===== src/hw/rtl/acs_pkg.sv =====
// Shared types and codes for the affinity chunk scheduler.
// Used by the controller, the datapath and the top level; no dependencies.
`timescale 1ns / 1ps

package acs_pkg;

	// input item operation codes
	localparam logic FUNC_START   = 1'b0;
	localparam logic FUNC_REQUEST = 1'b1;

	// configuration register indexes
	localparam int unsigned CFG_IDX_W = 1;
	localparam logic [CFG_IDX_W-1:0] REG_NUM_THREADS = 1'b0;
	localparam logic [CFG_IDX_W-1:0] REG_TOTAL_ITER  = 1'b1;

	// controller to datapath commands
	typedef struct packed {
		logic item_load;   // latch requester
		logic part_div;    // start block size division, rewind partition sweep
		logic part_wr;     // write one partition entry
		logic own_rd;      // read requester's entry
		logic own_take;    // select requester's entry as source
		logic scan_init;   // clear best candidate, rewind scan
		logic scan_rd;     // read next scan entry
		logic scan_cmp;    // compare returned entry against best
		logic take_div;    // latch chunk start, start chunk size division
		logic take_wr;     // write back source entry, load grant result
		logic res_clear;   // load all-zero result
	} acs_cmd_t;

	// datapath to controller status
	typedef struct packed {
		logic div_done;
		logic req_in_range;
		logic own_work;
		logic scan_last;
		logic part_last;
		logic found;
	} acs_sts_t;

endpackage


===== src/hw/rtl/acs_ram.sv =====
// Generic single-port-write, single-port-read RAM with registered read data.
// No dependencies.
`timescale 1ns / 1ps

module acs_ram #(
	parameter int WIDTH = 32,
	parameter int DEPTH = 16,
	localparam int AW = (DEPTH > 1) ? $clog2(DEPTH) : 1
) (
	input  logic             clk,
	input  logic             we,
	input  logic [AW-1:0]    waddr,
	input  logic [WIDTH-1:0] wdata,
	input  logic [AW-1:0]    raddr,
	output logic [WIDTH-1:0] rdata
);

	logic [WIDTH-1:0] mem [DEPTH];

	always_ff @(posedge clk) begin
		if (we) begin
			mem[waddr] <= wdata;
		end
		rdata <= mem[raddr];
	end

endmodule


===== src/hw/rtl/acs_div.sv =====
// Restoring divider, one quotient bit per cycle.
// No dependencies; used by the datapath for block and chunk sizes.
`timescale 1ns / 1ps

module acs_div #(
	parameter int DW = 17,
	parameter int VW = 5,
	localparam int CW = $clog2(DW)
) (
	input  logic          clk,
	input  logic          arst_n,
	input  logic          go,
	input  logic [DW-1:0] dividend,
	input  logic [VW-1:0] divisor,
	output logic          done,
	output logic [DW-1:0] quotient
);

	logic [DW-1:0] quo_q;
	logic [VW-1:0] rem_q;
	logic [CW-1:0] cnt_q;
	logic          run_q;
	logic          done_q;
	logic [VW:0]   trial;
	logic [VW:0]   diff;
	logic          ge;

	assign trial = {rem_q, quo_q[DW-1]};
	assign ge    = trial >= {1'b0, divisor};
	assign diff  = trial - {1'b0, divisor};

	always_ff @(posedge clk or negedge arst_n) begin
		if (!arst_n) begin
			run_q  <= 1'b0;
			done_q <= 1'b0;
			cnt_q  <= '0;
		end else begin
			done_q <= 1'b0;
			if (go) begin
				run_q <= 1'b1;
				cnt_q <= '0;
			end else if (run_q) begin
				cnt_q <= cnt_q + 1'b1;
				if (cnt_q == CW'(DW - 1)) begin
					run_q  <= 1'b0;
					done_q <= 1'b1;
				end
			end
		end
	end

	always_ff @(posedge clk) begin
		if (go) begin
			quo_q <= dividend;
			rem_q <= '0;
		end else if (run_q) begin
			rem_q <= ge ? diff[VW-1:0] : trial[VW-1:0];
			quo_q <= {quo_q[DW-2:0], ge};
		end
	end

	assign done     = done_q;
	assign quotient = quo_q;

endmodule


===== src/hw/rtl/acs_datapath.sv =====
// Scheduler datapath: configuration registers, per-worker block table,
// shared divider, steal scan compare and result registers.
// Depends on acs_pkg, acs_ram and acs_div.
`timescale 1ns / 1ps

module acs_datapath #(
	parameter int MAX_WORKERS = 16,
	parameter int ITER_BITS   = 16,
	localparam int TW    = (MAX_WORKERS > 1) ? $clog2(MAX_WORKERS) : 1,
	localparam int NTW   = $clog2(MAX_WORKERS + 1),
	localparam int CFG_W = (ITER_BITS > NTW) ? ITER_BITS : NTW
) (
	input  logic                          clk,
	input  logic                          arst_n,
	input  logic                          cfg_we,
	input  logic [acs_pkg::CFG_IDX_W-1:0] cfg_index,
	input  logic [CFG_W-1:0]              cfg_wdata,
	input  logic [TW-1:0]                 requester_thread,
	input  acs_pkg::acs_cmd_t             cmd,
	output acs_pkg::acs_sts_t             sts,
	output logic                          granted,
	output logic                          stolen,
	output logic [TW-1:0]                 source_thread,
	output logic [ITER_BITS-1:0]          chunk_start,
	output logic [ITER_BITS-1:0]          chunk_end
);

	localparam int DW = CFG_W + 1;
	localparam int IW = ITER_BITS;

	// configuration
	logic [NTW-1:0] nt_q;
	logic [IW-1:0]  total_q;
	logic [NTW-1:0] nw_eff;

	always_ff @(posedge clk or negedge arst_n) begin
		if (!arst_n) begin
			nt_q    <= NTW'(4);
			total_q <= IW'(1024);
		end else if (cfg_we) begin
			unique case (cfg_index)
				acs_pkg::REG_NUM_THREADS: nt_q    <= cfg_wdata[NTW-1:0];
				acs_pkg::REG_TOTAL_ITER:  total_q <= cfg_wdata[IW-1:0];
				default: ;
			endcase
		end
	end

	always_comb begin
		if (nt_q == '0) begin
			nw_eff = NTW'(1);
		end else if (nt_q > NTW'(MAX_WORKERS)) begin
			nw_eff = NTW'(MAX_WORKERS);
		end else begin
			nw_eff = nt_q;
		end
	end

	// working registers
	logic [TW-1:0] req_q;
	logic [TW-1:0] cnt_q;
	logic [TW-1:0] tgt_q;
	logic [TW-1:0] idx_s1;
	logic          rd_vld_s1;
	logic          loaded_q;
	logic [IW-1:0] rem_q;
	logic [IW-1:0] lim_q;
	logic [IW-1:0] lo_q;
	logic [IW-1:0] cstart_q;

	// block table: {remaining, upper limit}
	logic            ram_we;
	logic [TW-1:0]   ram_waddr;
	logic [2*IW-1:0] ram_wdata;
	logic [TW-1:0]   ram_raddr;
	logic [2*IW-1:0] ram_rdata;
	logic [IW-1:0]   rd_rem;
	logic [IW-1:0]   rd_lim;

	acs_ram #(
		.WIDTH(2 * IW),
		.DEPTH(MAX_WORKERS)
	) u_table (
		.clk  (clk),
		.we   (ram_we),
		.waddr(ram_waddr),
		.wdata(ram_wdata),
		.raddr(ram_raddr),
		.rdata(ram_rdata)
	);

	// table holds nothing useful until the first partition
	assign rd_rem = loaded_q ? ram_rdata[2*IW-1:IW] : '0;
	assign rd_lim = ram_rdata[IW-1:0];
	assign ram_raddr = cmd.own_rd ? req_q : cnt_q;

	// shared divider: ceil(x / workers) as (x + workers - 1) / workers
	logic          div_go;
	logic [DW-1:0] div_dividend;
	logic [DW-1:0] div_quo;
	logic [IW-1:0] quo;

	assign div_go = cmd.part_div | cmd.take_div;
	assign div_dividend = (cmd.part_div ? DW'(total_q) : DW'(rem_q)) + DW'(nw_eff) - DW'(1);

	acs_div #(
		.DW(DW),
		.VW(NTW)
	) u_div (
		.clk     (clk),
		.arst_n  (arst_n),
		.go      (div_go),
		.dividend(div_dividend),
		.divisor (nw_eff),
		.done    (sts.div_done),
		.quotient(div_quo)
	);

	assign quo = div_quo[IW-1:0];

	// partition entry
	logic          part_in_range;
	logic [IW:0]   part_sum;
	logic [IW-1:0] part_hi;
	logic [IW-1:0] part_rem;

	assign part_in_range = NTW'(cnt_q) < nw_eff;
	assign part_sum = {1'b0, lo_q} + {1'b0, quo};
	assign part_hi  = (part_sum > {1'b0, total_q}) ? total_q : part_sum[IW-1:0];
	assign part_rem = part_hi - lo_q;

	// chunk end
	logic [IW:0]   take_sum;
	logic [IW-1:0] take_end;

	assign take_sum = {1'b0, cstart_q} + {1'b0, quo};
	assign take_end = (take_sum > {1'b0, lim_q}) ? lim_q : take_sum[IW-1:0];

	always_comb begin
		ram_we    = cmd.part_wr | cmd.take_wr;
		ram_waddr = cmd.take_wr ? tgt_q : cnt_q;
		if (cmd.take_wr) begin
			ram_wdata = {lim_q - take_end, lim_q};
		end else if (part_in_range) begin
			ram_wdata = {part_rem, part_hi};
		end else begin
			ram_wdata = '0;
		end
	end

	logic better;
	assign better = rd_vld_s1 && (rd_rem > rem_q);

	always_ff @(posedge clk or negedge arst_n) begin
		if (!arst_n) begin
			loaded_q  <= 1'b0;
			rd_vld_s1 <= 1'b0;
			cnt_q     <= '0;
		end else begin
			rd_vld_s1 <= cmd.scan_rd;
			if (cmd.part_wr) begin
				loaded_q <= 1'b1;
			end
			if (cmd.part_div || cmd.scan_init) begin
				cnt_q <= '0;
			end else if (cmd.part_wr || cmd.scan_rd) begin
				cnt_q <= cnt_q + 1'b1;
			end
		end
	end

	always_ff @(posedge clk) begin
		idx_s1 <= cnt_q;
		if (cmd.item_load) begin
			req_q <= requester_thread;
		end
		if (cmd.part_div) begin
			lo_q <= '0;
		end else if (cmd.part_wr && part_in_range) begin
			lo_q <= part_hi;
		end
		if (cmd.own_take) begin
			rem_q <= rd_rem;
			lim_q <= rd_lim;
			tgt_q <= req_q;
		end else if (cmd.scan_init) begin
			rem_q <= '0;
		end else if (cmd.scan_cmp && better) begin
			rem_q <= rd_rem;
			lim_q <= rd_lim;
			tgt_q <= idx_s1;
		end
		if (cmd.take_div) begin
			cstart_q <= (lim_q >= rem_q) ? lim_q - rem_q : '0;
		end
	end

	// result registers
	always_ff @(posedge clk) begin
		if (cmd.res_clear) begin
			granted       <= 1'b0;
			stolen        <= 1'b0;
			source_thread <= '0;
			chunk_start   <= '0;
			chunk_end     <= '0;
		end else if (cmd.take_wr) begin
			granted       <= 1'b1;
			stolen        <= tgt_q != req_q;
			source_thread <= tgt_q;
			chunk_start   <= cstart_q;
			chunk_end     <= take_end;
		end
	end

	assign sts.req_in_range = NTW'(req_q) < nw_eff;
	assign sts.own_work     = rd_rem != '0;
	assign sts.scan_last    = NTW'(cnt_q) == nw_eff - NTW'(1);
	assign sts.part_last    = cnt_q == TW'(MAX_WORKERS - 1);
	assign sts.found        = (rem_q != '0) || (rd_vld_s1 && rd_rem != '0);

endmodule


===== src/hw/rtl/acs_ctrl.sv =====
// Scheduler controller: sequences partition, own-block take and steal scan.
// Depends on acs_pkg.
`timescale 1ns / 1ps

module acs_ctrl (
	input  logic              clk,
	input  logic              arst_n,
	input  logic              start,
	input  logic              func,
	input  acs_pkg::acs_sts_t sts,
	output acs_pkg::acs_cmd_t cmd,
	output logic              busy,
	output logic              done
);

	typedef enum logic [10:0] {
		ST_IDLE      = 11'b000_0000_0001,
		ST_PART_WAIT = 11'b000_0000_0010,
		ST_PART_WR   = 11'b000_0000_0100,
		ST_OWN_RD    = 11'b000_0000_1000,
		ST_OWN_CHK   = 11'b000_0001_0000,
		ST_SCAN_RD   = 11'b000_0010_0000,
		ST_SCAN_LAST = 11'b000_0100_0000,
		ST_DIV_ISSUE = 11'b000_1000_0000,
		ST_DIV_WAIT  = 11'b001_0000_0000,
		ST_TAKE      = 11'b010_0000_0000,
		ST_REPLY     = 11'b100_0000_0000
	} state_t;

	state_t state_q;
	state_t state_d;

	always_comb begin
		state_d = state_q;
		cmd     = '0;
		unique case (state_q)
			ST_IDLE: begin
				if (start) begin
					cmd.item_load = 1'b1;
					if (func == acs_pkg::FUNC_START) begin
						cmd.part_div = 1'b1;
						state_d      = ST_PART_WAIT;
					end else begin
						state_d = ST_OWN_RD;
					end
				end
			end
			ST_PART_WAIT: begin
				if (sts.div_done) begin
					state_d = ST_PART_WR;
				end
			end
			ST_PART_WR: begin
				cmd.part_wr = 1'b1;
				if (sts.part_last) begin
					cmd.res_clear = 1'b1;
					state_d       = ST_REPLY;
				end
			end
			ST_OWN_RD: begin
				if (sts.req_in_range) begin
					cmd.own_rd = 1'b1;
					state_d    = ST_OWN_CHK;
				end else begin
					cmd.scan_init = 1'b1;
					state_d       = ST_SCAN_RD;
				end
			end
			ST_OWN_CHK: begin
				if (sts.own_work) begin
					cmd.own_take = 1'b1;
					state_d      = ST_DIV_ISSUE;
				end else begin
					cmd.scan_init = 1'b1;
					state_d       = ST_SCAN_RD;
				end
			end
			ST_SCAN_RD: begin
				cmd.scan_rd  = 1'b1;
				cmd.scan_cmp = 1'b1;
				if (sts.scan_last) begin
					state_d = ST_SCAN_LAST;
				end
			end
			ST_SCAN_LAST: begin
				cmd.scan_cmp = 1'b1;
				if (sts.found) begin
					state_d = ST_DIV_ISSUE;
				end else begin
					cmd.res_clear = 1'b1;
					state_d       = ST_REPLY;
				end
			end
			ST_DIV_ISSUE: begin
				cmd.take_div = 1'b1;
				state_d      = ST_DIV_WAIT;
			end
			ST_DIV_WAIT: begin
				if (sts.div_done) begin
					state_d = ST_TAKE;
				end
			end
			ST_TAKE: begin
				cmd.take_wr = 1'b1;
				state_d     = ST_REPLY;
			end
			ST_REPLY: begin
				state_d = ST_IDLE;
			end
			default: begin
				state_d = ST_IDLE;
			end
		endcase
	end

	always_ff @(posedge clk or negedge arst_n) begin
		if (!arst_n) begin
			state_q <= ST_IDLE;
		end else begin
			state_q <= state_d;
		end
	end

	assign busy = state_q != ST_IDLE;
	assign done = state_q == ST_REPLY;

endmodule


===== src/hw/rtl/affinity_chunk_scheduler.sv =====
// Top level of the affinity chunk scheduler: controller plus datapath.
// Depends on acs_pkg, acs_ctrl, acs_datapath (and through it acs_ram, acs_div).
//
// channel  | handshake        | payload
// ---------+------------------+---------------------------------------------------
// item in  | start / busy     | func, requester_thread
// result   | done (1 cycle)   | granted, stolen, source_thread, chunk_start, chunk_end
// config   | cfg_we           | cfg_index, cfg_wdata
//
// A beat is taken when start is high and busy is low; one item is in work at a time.
// Start item: serial divide, then one table entry per cycle, from accept to result.
// Request: own block read, then a serial divide for the chunk size; the steal scan
// (one table read per cycle) comes before the divide when the own block is empty.
// The divider (one quotient bit per cycle) and the single table read port set the pace;
// busy drops the cycle after the result.
// Reset clears control and the table fill mark; no clearing pass is needed.
// done marks the result for exactly one cycle and cannot be held off.
`timescale 1ns / 1ps

module affinity_chunk_scheduler #(
	parameter int MAX_WORKERS = 16,
	parameter int ITER_BITS   = 16,
	localparam int TW    = (MAX_WORKERS > 1) ? $clog2(MAX_WORKERS) : 1,
	localparam int NTW   = $clog2(MAX_WORKERS + 1),
	localparam int CFG_W = (ITER_BITS > NTW) ? ITER_BITS : NTW
) (
	input  logic                          clk,
	input  logic                          arst_n,
	input  logic                          start,
	output logic                          busy,
	input  logic                          func,
	input  logic [TW-1:0]                 requester_thread,
	output logic                          done,
	output logic                          granted,
	output logic                          stolen,
	output logic [TW-1:0]                 source_thread,
	output logic [ITER_BITS-1:0]          chunk_start,
	output logic [ITER_BITS-1:0]          chunk_end,
	input  logic                          cfg_we,
	input  logic [acs_pkg::CFG_IDX_W-1:0] cfg_index,
	input  logic [CFG_W-1:0]              cfg_wdata
);

	acs_pkg::acs_cmd_t cmd;
	acs_pkg::acs_sts_t sts;

	acs_ctrl u_ctrl (
		.clk   (clk),
		.arst_n(arst_n),
		.start (start),
		.func  (func),
		.sts   (sts),
		.cmd   (cmd),
		.busy  (busy),
		.done  (done)
	);

	acs_datapath #(
		.MAX_WORKERS(MAX_WORKERS),
		.ITER_BITS  (ITER_BITS)
	) u_dp (
		.clk             (clk),
		.arst_n          (arst_n),
		.cfg_we          (cfg_we),
		.cfg_index       (cfg_index),
		.cfg_wdata       (cfg_wdata),
		.requester_thread(requester_thread),
		.cmd             (cmd),
		.sts             (sts),
		.granted         (granted),
		.stolen          (stolen),
		.source_thread   (source_thread),
		.chunk_start     (chunk_start),
		.chunk_end       (chunk_end)
	);

endmodule


===== config.mk =====
export PLATFORM = sky130hd
export DESIGN_NAME = affinity_chunk_scheduler
export DESIGN_NICKNAME = d
export VERILOG_FILES = /design/src/hw/rtl/acs_pkg.sv /design/src/hw/rtl/acs_ram.sv /design/src/hw/rtl/acs_div.sv /design/src/hw/rtl/acs_datapath.sv /design/src/hw/rtl/acs_ctrl.sv /design/src/hw/rtl/affinity_chunk_scheduler.sv
export SDC_FILE = /design/constraint.sdc
export NUM_CORES = 1
export LEC_CHECK = 0
export ABC_AREA = 1
export BUFFER_PORTS_ARGS = -buffer_cell sky130_fd_sc_hd__buf_2
export CELL_PAD_IN_SITES_DETAIL_PLACEMENT = 1
export CELL_PAD_IN_SITES_GLOBAL_PLACEMENT = 2
export CORE_MARGIN = 4
export CORE_UTILIZATION = 44
export CTS_BUF_LIST = sky130_fd_sc_hd__clkbuf_4 sky130_fd_sc_hd__clkbuf_8
export DETAILED_ROUTE_END_ITERATION = 7
export PLACE_DENSITY_LB_ADDON = 0.1
export RECOVER_POWER = 25
export SYNTH_ARGS = -nofsm -noshare
export SYNTH_HDL_FRONTEND = slang
export SYNTH_SLANG_ARGS = --single-unit

===== constraint.sdc =====
create_clock -name clk -period 7.15 [get_ports clk]
set_input_delay 0.715 -clock clk [delete_from_list [all_inputs] [get_ports clk]]
set_output_delay 0.715 -clock clk [all_outputs]
set_load 0.02 [all_outputs]

# Yosys cells after proc, flatten, opt, wreduce, memory -nomap -nowiden
# Memories as Yosys holds them, arrays and structs flattened. A register that Yosys moved wholly into a read port is not among the register bits.
# Index checks and enable logic that the tools add are counted.
# op_classes
div_mod_pow	0
shifts	0
n_eq_ne	22
n_bitwise	3
mux	62
n_mul	0
n_reduce_logical	19
n_addsub	11
n_lt_le_gt_ge	8
# ops
op	count
two-way mux 16 bit	10
one-hot mux 11 bit (10 select lines)	1
two-way mux 11 bit	6
two-way mux 32 bit	2
subtractor 16 bit	3
adder 16 x 16 -> 17 bit	2
greater-than comparator 17 x 16 -> 1 bit	2
two-way mux 17 bit	2
two-way mux 4 bit	8
nonzero test 16 bit	2
two-way mux 5 bit	5
two-way mux 1 bit	22
adder 17 x 5 -> 17 bit	1
subtractor 17 x 1 -> 17 bit, second input constant	1
greater-or-equal comparator 16 bit	1
greater-than comparator 16 bit	1
equality test 11 x 1 -> 1 bit, second input constant	1
equality test 11 x 10 -> 1 bit, second input constant	1
equality test 11 bit, second input constant	1
equality test 11 x 2 -> 1 bit, second input constant	1
equality test 11 x 3 -> 1 bit, second input constant	1
equality test 11 x 4 -> 1 bit, second input constant	1
equality test 11 x 5 -> 1 bit, second input constant	1
equality test 11 x 6 -> 1 bit, second input constant	1
other kinds (31)	48
# word_totals
latchBits	0
memories	1
register_bits	181
output_inout_bits	40
wordCells	149
rom_bits	0
ram_bits	512
inputBits	26
# memory_table
name	words	width	read_ports	rd_clocked_by_memory_dff	wr	line	text
u_dp.u_table.mem	16	32	1	1	1	acs_ram.sv:18	logic [WIDTH-1:0] mem [DEPTH];

# Depth between registers and ports, before layout
# Gate-level depths: netlist (run 1).
# logic_depth
ltp_word	8
mapped_depth	42
depth_no_buf	41

# Modules after synthesis
# A second synthesis (run 1) with hierarchy kept.
# hier_totals
hier_cells	4104
hier_area_um2	37237.0
# by_module_without_submodules
mod	area_per_inst_um2	seq_area_each_um2	n_inst	cells_per_inst
acs_ram	22730.6	16015.4	1	2120
acs_datapath	12240.5	3520.9	1	1692
acs_div	1486.4	785.8	1	178
acs_ctrl	779.5	276.5	1	114

# Worst setup path before layout (run 1)
# No wires, ideal clock.
# synth_timing
path_type	register to register
startpoint	reg u_dp.u_div.quo_q[0] (netlist: u_dp.u_div.quotient[0])
endpoint	mem u_dp.u_table.mem[0][28] (data pin)
required_ns	6.830
setup_slack_ns	1.008
synth_period_minus_slack_ns	6.142
path_buffers	1
setup_time_ns	0.320
path_stages_with_launch	42
arrival_time_ns	5.822
path_cell_list	edfxtp_1 -> ha_1 -> fa_1 -> nand3_1 -> nand3_1 -> nand2_1 -> o211ai_1 -> nand3_1 -> nand2_1 -> nand2_1 -> inv_1 -> or2_2 -> a21oi_1 -> o21ai_0 -> xor2_1 -> ha_1 -> nand2_1 -> nor3_2 -> [6 not listed] -> inv_1 -> fa_1 -> nand3_1 -> nand2_1 -> a21oi_1 -> o21ai_0 -> nand2_1 -> nand2_1 -> a21oi_1 -> nor2_1 -> o21ai_0 -> nand2_1 -> nand2_1 -> nand2_1 -> a21oi_1 -> nand2_1 -> nand3_1 -> nand2_1
# synth_between
elab_chain_cells	6
word_cells_on_any_way	10
classes_between	add/sub: 4; order compare: 2; mux: 4
# synth_lines
item	line	text
from (decl)	acs_div.sv:19	logic [DW-1:0] quo_q;
from (signal assigned)	acs_div.sv:54	quo_q <= dividend;
from (signal assigned)	acs_div.sv:58	quo_q <= {quo_q[DW-2:0], ge};
adder 16 x 16 -> 17 bit	acs_datapath.sv:128	assign part_sum = {1'b0, lo_q} + {1'b0, quo};
greater-than comparator 17 x 16 -> 1 bit	acs_datapath.sv:129	assign part_hi = (part_sum > {1'b0, total_q}) ? total_q : part_sum[IW-1:0];
two-way mux 16 bit	acs_datapath.sv:129	
subtractor 16 bit	acs_datapath.sv:130	assign part_rem = part_hi - lo_q;
two-way mux 32 bit	acs_datapath.sv:144	end else if (part_in_range) begin
two-way mux 32 bit *	acs_datapath.sv:142	if (cmd.take_wr) begin
named net u_dp.ram_wdata[28]	acs_datapath.sv:74	logic [2*IW-1:0] ram_wdata;
to (decl)	acs_ram.sv:18	
# The timed path passes the listed nets; every way through them passes the cells marked *.

# Final worst setup path (run 1)
# layout_timing
startpoint	reg u_dp.u_div.quo_q[0] (netlist: u_dp.u_div.quotient[0])
endpoint	mem u_dp.u_table.mem[8][28] (data pin)
# Same word-level chain as after synthesis.

==> results of run 1 <==
cells in the final DEF (no fill, tap or decap), types with 5 or more instances in the layout:
cell      count
edfxtp_1    585
nand2_1     432
nor2_1      422
o21ai_0     389
inv_1       324
a21oi_1     160
ha_1        158
clkbuf_8    131
nand3_1     104
dfxtp_1      95
o21ai_1      91
o221ai_1     71
o22ai_1      69
buf_4        56
clkbuf_1     47
xor2_1       45
clkbuf_4     43
dfrtp_1      42
nand4_1      37
clkinv_1     29
buf_2        25
nor3_1       24
o211ai_1     21
clkinv_2     20
xnor2_1      18
nand2_2      11
or2_2         9
o21bai_1      8
nor2_4        8
a31oi_1       7
nor4_1        7
fa_1          7
inv_2         6
a21o_1        5
a211oi_1      5
nand4_2       5
final timing paths:
path,slack [ns],from,cells past startpoint,end
min in group asynchronous,0.89,arst_n,2,u_ctrl.state_q[3]$_DFFE_PN0P_
max in group asynchronous,4.74,arst_n,2,u_dp.cnt_q[0]$_DFFE_PN0P_
worst min register to register,0.40,u_dp.u_table.rdata[6]$_DFF_P_,0,u_dp.lim_q[6]$_DFFE_PP_
worst max-delay path,0.54,u_dp.u_div.quotient[0]$_DFFE_PP_,40,u_dp.u_table.mem[8][28]$_DFFE_PP_
worst max register to register,0.54,u_dp.u_div.quotient[0]$_DFFE_PP_,40,u_dp.u_table.mem[8][28]$_DFFE_PP_
worst min-delay path,0.14,requester_thread[0],1,u_dp.req_q[0]$_DFFE_PP_
flip-flops by register name, summed over array words and instances (netlist names), 11 cells and up:
signal / count
u_dp.u_div.quotient: 17
u_dp.chunk_end: 16
u_dp.u_table.mem: 512
u_dp.lo_q: 16
u_dp.total_q: 16
u_dp.rem_q: 16
u_ctrl.state_q: 11
u_dp.u_table.rdata: 32
u_dp.cstart_q: 16
u_dp.chunk_start: 16
u_dp.lim_q: 16
repair_timing:
| action | 4_1_cts | 5_1_grt |
|---|---|---|
| buffers inserted | 0 | 3 |
| resized for setup | 0 | 14 |
| endpoints found under the hold margin | 0 | 0 |
| endpoints found under the setup margin | 0 | 96 |
cell type report:
cell class | instances | area, um2
diodes | 2 | 5.00
clock buffers | 174 | 2130
clock inverters | 54 | 382
fillers | 8625 | 39300
inverters | 337 | 1270
multi-input cells | 2162 | 12100
flip-flops and latches | 725 | 20600
well taps | 1040 | 1300
repair buffers | 133 | 777
routing by layer:
metal / track usage / up-vias / part of all wire
met5: 0 / - / 0.00012
met4: 0.0864 / 2 / 0.031
met3: 0.0315 / 174 / 0.045
met2: 0.466 / 669 / 0.49
met1: 0.358 / 13200 / 0.43
li1: - / 12100 / -
metrics by stage:
| step | area, um2 | setup TNS [ns] | hold slack [ns] | setup slack (ns) | utilization |
|---|---|---|---|---|---|
| floorplan | 34700 | 0 | 0.386 | 1.01 | - |
| global placement | 36200 | 0 | 0.392 | 0.375 | 0.465 |
| detailed placement | 36200 | 0 | 0.390 | 0.151 | 0.465 |
| CTS | 38700 | 0 | 0.0107 | 0.126 | 0.497 |
| global route | 38600 | -0.204 | 0.100 | -0.0237 | 0.496 |
| finish | 38600 | 0 | 0.136 | 0.537 | 0.496 |
logic make-up after synthesis:
family,synth area share
simple gates,0.129
compound gates,0.140
flops,0.593
buf+inv,0.0598
fa+ha+maj,0.0610
xor+xnor,0.0159
mux,0.000937
==> out/metrics.yaml, run 1 <==
drt-initial-drc-count: 1928
synth_area_per_cell_um2: 10.3
final-hold-violation-count: 0
status: "finished, violations left"
grt.overflow.total: 0
wire_per_inst_um: 24.4
syn_nets: 3562
crit_top_cell: "nand2_1"
grt_start_max_net_pins: 209
areaGrowthSynthToFinish_pct: 11.1
clock_latency_ns: 0.78
fmax_mhz: 151
cts-htree-levels: 3
worst_path_max_delay_cell: "fa_1"
slew_headroom: -0.790
crit_buf_inv: 2
die-area_um2: 83500
worst_pin_slew_ns: 2.69
wl_um: 113000
vias: 26200
clk_path_buf_depth: 3
die_h_um: 289
worstPathMaxFanout: 16
io_buffer_count: 65
die_w_um: 289
antenna_left: 0
synthTopCellsByCount: "edfxtp_1 (585), nand2_1 (437), nor2_1 (426)"
cts_buffers: 119
nets: 3669
synth-main-ff-cell: "edfxtp_1"
path_clk_slew_ns: 0.06
dp_cells: 4394
cts_hold_buf: 0
async_flop_share: 0.0621
period_needed_ns: 6.61
ys_seq_area_frac: 0.593
synthCells: 3371
finalMaxSlewViolations: 235
io_pins: 66
via_per_inst: 5.66
place_congestion: 0.863
cpLargestDelayFamily: "simple AND/OR/NAND/NOR gates"
drc_errors: 0
hold_path_class: "in2reg"
ys.warnings.count: 0
hpwl_um: 74500
grt_usage: 0.270
drive_above_1_share: 0.0993
yosys.area.top_type: "edfxtp_1"
grt_pass1_vias: 27300
ys_types: 66
cts_sinks: 725
first_pass_iters: 5
worst_setup_path_start_kind: "flip-flop"
cts_root_buffer: "clkbuf_8"
ys_ff_latch: 725
finalNonFillerCells: 4627
rows: 102
failed_checks: "capacitance limit, slew limit"
crit_type: "reg2reg"
crit_required_ns: 7.59
start_util: 0.446
final.period_utilization: 0.925
arrival_ns: 7.05
antenna_found_initial: 3
cts_tree: "yes"
max_stage_delay_ns: 0.45
synth_area_um2: 34700
yosys-top-cells-area: "edfxtp_1 (51%), ha_1 (5.7%), o21ai_0 (5.6%)"
crit_path_end_kind: "flip-flop"
setup_viol: 0
yosysMostFrequentCell: "edfxtp_1"
synth_edf_count: 585
synthDominantCellAreaShare: 0.506
skew_ns: 0.0683
fp.coreArea_um2: 77800
grt_first_pass_wirelength_um: 170000
max-cap-violations: 9
Power of run 1 is left out: the tool's default activity adds up to more than one toggle a clock period on the data nets, which glitch-free logic cannot reach.
==> run 2, diff against run 1 <==
CORE_UTILIZATION = 42   (was 44)
SYNTH_HIERARCHICAL = 1   (was default)
==> out/metrics.yaml, run 2 <==
cts_tree: "yes"
cts_buffers: 133  # +12%
worst_setup_path_start_kind: "flip-flop"
crit_top_cell: "nand2_1"
via_per_inst: 5.17  # -8.7%
period_needed_ns: 6.66  # +0.0456 ns
ff_latch_area_um2: 20600  # unchanged
status: "finished, violations left"
max_stage_delay_ns: 1.01  # +0.56 ns
ys_ff_latch: 725  # unchanged
wl_um: 120000  # +6.2%
ys.warnings.count: 6  # +6
grt_usage: 0.255  # -0.0153
min_from: "cfg_wdata[10]"
synth_edf_count: 585  # unchanged
place_congestion: 0.894  # +3.6%
grt.overflow.total: 0  # unchanged
mostFrequentLayoutCells: "nand2_1 (1111), inv_1 (719), edfxtp_1 (585)"
final-hold-violation-count: 0  # unchanged
antenna_left: 0  # unchanged
synth-main-ff-cell: "edfxtp_1"
largest_reg_flops: 512  # unchanged
p_leak_nw: 18.9
drive_above_1_share: 0.0951  # -0.00420
crit_start: "u_dp/cstart_q[2]$_SDFFCE_PN0P_"
async_flop_share: 0.0621  # unchanged
max-cap-violations: 10  # +1
cts_sinks: 725  # unchanged
io_pins: 66  # unchanged
crit_type: "reg2reg"
final_common_cell: "nand2_1"
fmax_mhz: 150  # -0.68%
worst_path_max_delay_cell: "o22ai_1"
arrival_ns: 7.06  # about the same
io_buffer_count: 65  # unchanged
setup_viol: 0  # unchanged
synth_area_per_cell_um2: 9.07  # -12%
cts-htree-levels: 4  # +1
syn_nets: 4295  # +21%
hold_path_class: "in2reg"
synthCells: 4104  # +22%
grt_pass1_vias: 29000  # +6.3%
worst_pin_slew_ns: 3.33  # +0.645 ns
crit_required_ns: 7.55  # -0.04 ns
yosys.area.top_type: "edfxtp_1"
path_clk_slew_ns: 0.06  # about the same
nets: 4418  # +20%
wire_per_inst_um: 21.9  # -10%
die_h_um: 306  # +5.8%
synth_area_um2: 37200  # +7.2%
tns_ns: 0  # unchanged
grt_start_max_net_pins: 141  # -33%
skew_ns: 0.0523  # -0.0160 ns
fp.coreArea_um2: 87300  # +12%
fill_cells: 10200  # +18%
r2r_start: "u_dp/cstart_q[2]$_SDFFCE_PN0P_"
regMostFlops: "u_dp/u_table/mem"
worstPathMaxFanout: 27  # +11
finalNonFillerCells: 5488  # +19%
synthTopCellsByCount: "nand2_1 (1113), inv_1 (721), edfxtp_1 (585)"
multiInputGateArea_um2: 13100  # +8.2%
clk_path_buf_depth: 3  # unchanged
rows: 108  # +5.9%
first_pass_iters: 7  # +2
vias: 28400  # +8.3%
antenna_found_initial: 4  # +1
synthDominantCellAreaShare: 0.472  # -0.0341
clock_latency_ns: 0.83  # +0.05 ns
irDropWorstVdd_mv: 0.280
die-area_um2: 93500  # +12%
die_w_um: 306  # +5.8%
finalMaxSlewViolations: 241  # +2.6%
failed_checks: "capacitance limit, slew limit"
cts_root_buffer: "clkbuf_8"
ys_types: 67  # +1.5%
grt_first_pass_wirelength_um: 180000  # +6.1%
ys_seq_area_frac: 0.553  # -0.0399
areaGrowthSynthToFinish_pct: 11.3
p_per_area_nw_per_um2: 452
crit_path_end_kind: "flip-flop"
dp_cells: 5239  # +19%
start_util: 0.427  # -0.0195
yosys-top-cells-area: "edfxtp_1 (47%), nand2_1 (11%), inv_1 (7.3%)"
drt-initial-drc-count: 2018  # +4.7%
final.period_utilization: 0.931  # +0.00637
yosysMostFrequentCell: "nand2_1"
hpwl_um: 79100  # +6.3%
drc_errors: 0  # unchanged
slew_headroom: -1.22  # -0.430
run 2: cell types whose count changed after synthesis, moves of 11 or more:
cell / previous run / this run
nand2_1: 437 / 1113
inv_1: 323 / 721
nand3_1: 104 / 449
o21ai_0: 392 / 136
nor2_1: 426 / 188
o21ai_1: 89 / 18
o221ai_1: 71 / 2
o22ai_1: 69 / 7
buf_2: 70 / 49
a21oi_1: 160 / 141
buf_6: 15 / 31
buf_1: 4 / 16
o21ai_2: 4 / 16
nand4_1: 37 / 26
run 2: kinds of logic after synthesis:
family                     after synthesis  synth area share
and+or+nand+nor                       1876             0.215
buffers and inverters                  878            0.0977
DFF                                    725             0.553
AOI/OAI and AO/OA                      394            0.0609
adders and majority gates              165            0.0569
xor gates and xnor gates                65            0.0159
muxes                                    1          0.000269
run 2: power by group:
part / switching [mW] / total, mW / internal (mW)
logic: 5.86 / 8.17 / 2.31
clock network: 1.82 / 4.04 / 2.23
registers: 0.243 / 6.51 / 6.26
total: 7.92 / 18.7 / 10.8
run 2: final cells by class:
cell class              count  area share
flip-flops and latches    725       0.497
multi-input cells        2502       0.316
inverters                 727      0.0661
clock buffers             187      0.0563
well taps                1155      0.0349
repair buffers            138      0.0207
clock inverters            53     0.00863
diodes                      1   0.0000604
run 2: what timing repair did:
item                                    CTS  global route
setup buffers                             0             2
hold endpoints to repair                 44             0
endpoints found under the setup margin    0            48
hold buffers                              5             0
gates resized for setup                   0             8
run 2: path summary, 6_finish.rpt:
path,cells after the start,slack (ns),to
max,34,0.49,u_dp/u_table/mem[15][21]$_DFFE_PP_
max in group asynchronous,3,4.03,u_ctrl/state_q[3]$_DFFE_PN0P_
min reg2reg,0,0.40,u_dp/lim_q[2]$_DFFE_PP_
max reg2reg,34,0.49,u_dp/u_table/mem[15][21]$_DFFE_PP_
min in group asynchronous,3,1.44,u_dp/total_q[11]$_DFFE_PN0P_
min,3,0.14,u_dp/total_q[10]$_DFFE_PN1P_
run 2: per-layer routing:
layer  share of wire  track usage  wire length [um]  vias to the layer above
met5               0            0                 0                        -
met4           0.023       0.0705              2710                        0
li1                -            -                 -                    13600
met2            0.47        0.417             56000                      627
met1            0.46        0.353             55600                    13900
met3           0.048       0.0397              5810                      158
run 2: metrics by stage:
step / area (um2) / hold WS [ns] / power, mW / utilization / setup WS (ns)
floorplan: 37200 / 0.386 / 11.9 / - / 1.62
global placement: 38800 / 0.388 / 14.6 / 0.445 / 0.481
detailed placement: 38800 / 0.390 / 14.7 / 0.445 / 0.360
CTS: 41600 / 0.0510 / 18.8 / 0.476 / 0.298
global route: 41500 / 0.115 / 20.0 / 0.475 / -0.00288
finish: 41500 / 0.136 / 18.7 / 0.475 / 0.492
run 2: worst max-delay path: cells and delay by family (launching register included):
| family | cells | cell delay (ns) |
|---|---|---|
| AOI/OAI and AO/OA | 5 | 1.96 |
| and+or+nand+nor | 22 | 2.30 |
| xor gates and xnor gates | 1 | 0.28 |
| buffers and inverters | 3 | 0.25 |
| DFF | 1 | 0.43 |
| adders and majority gates | 3 | 1.01 |
Note: power is estimated with default switching activity, not from simulation.
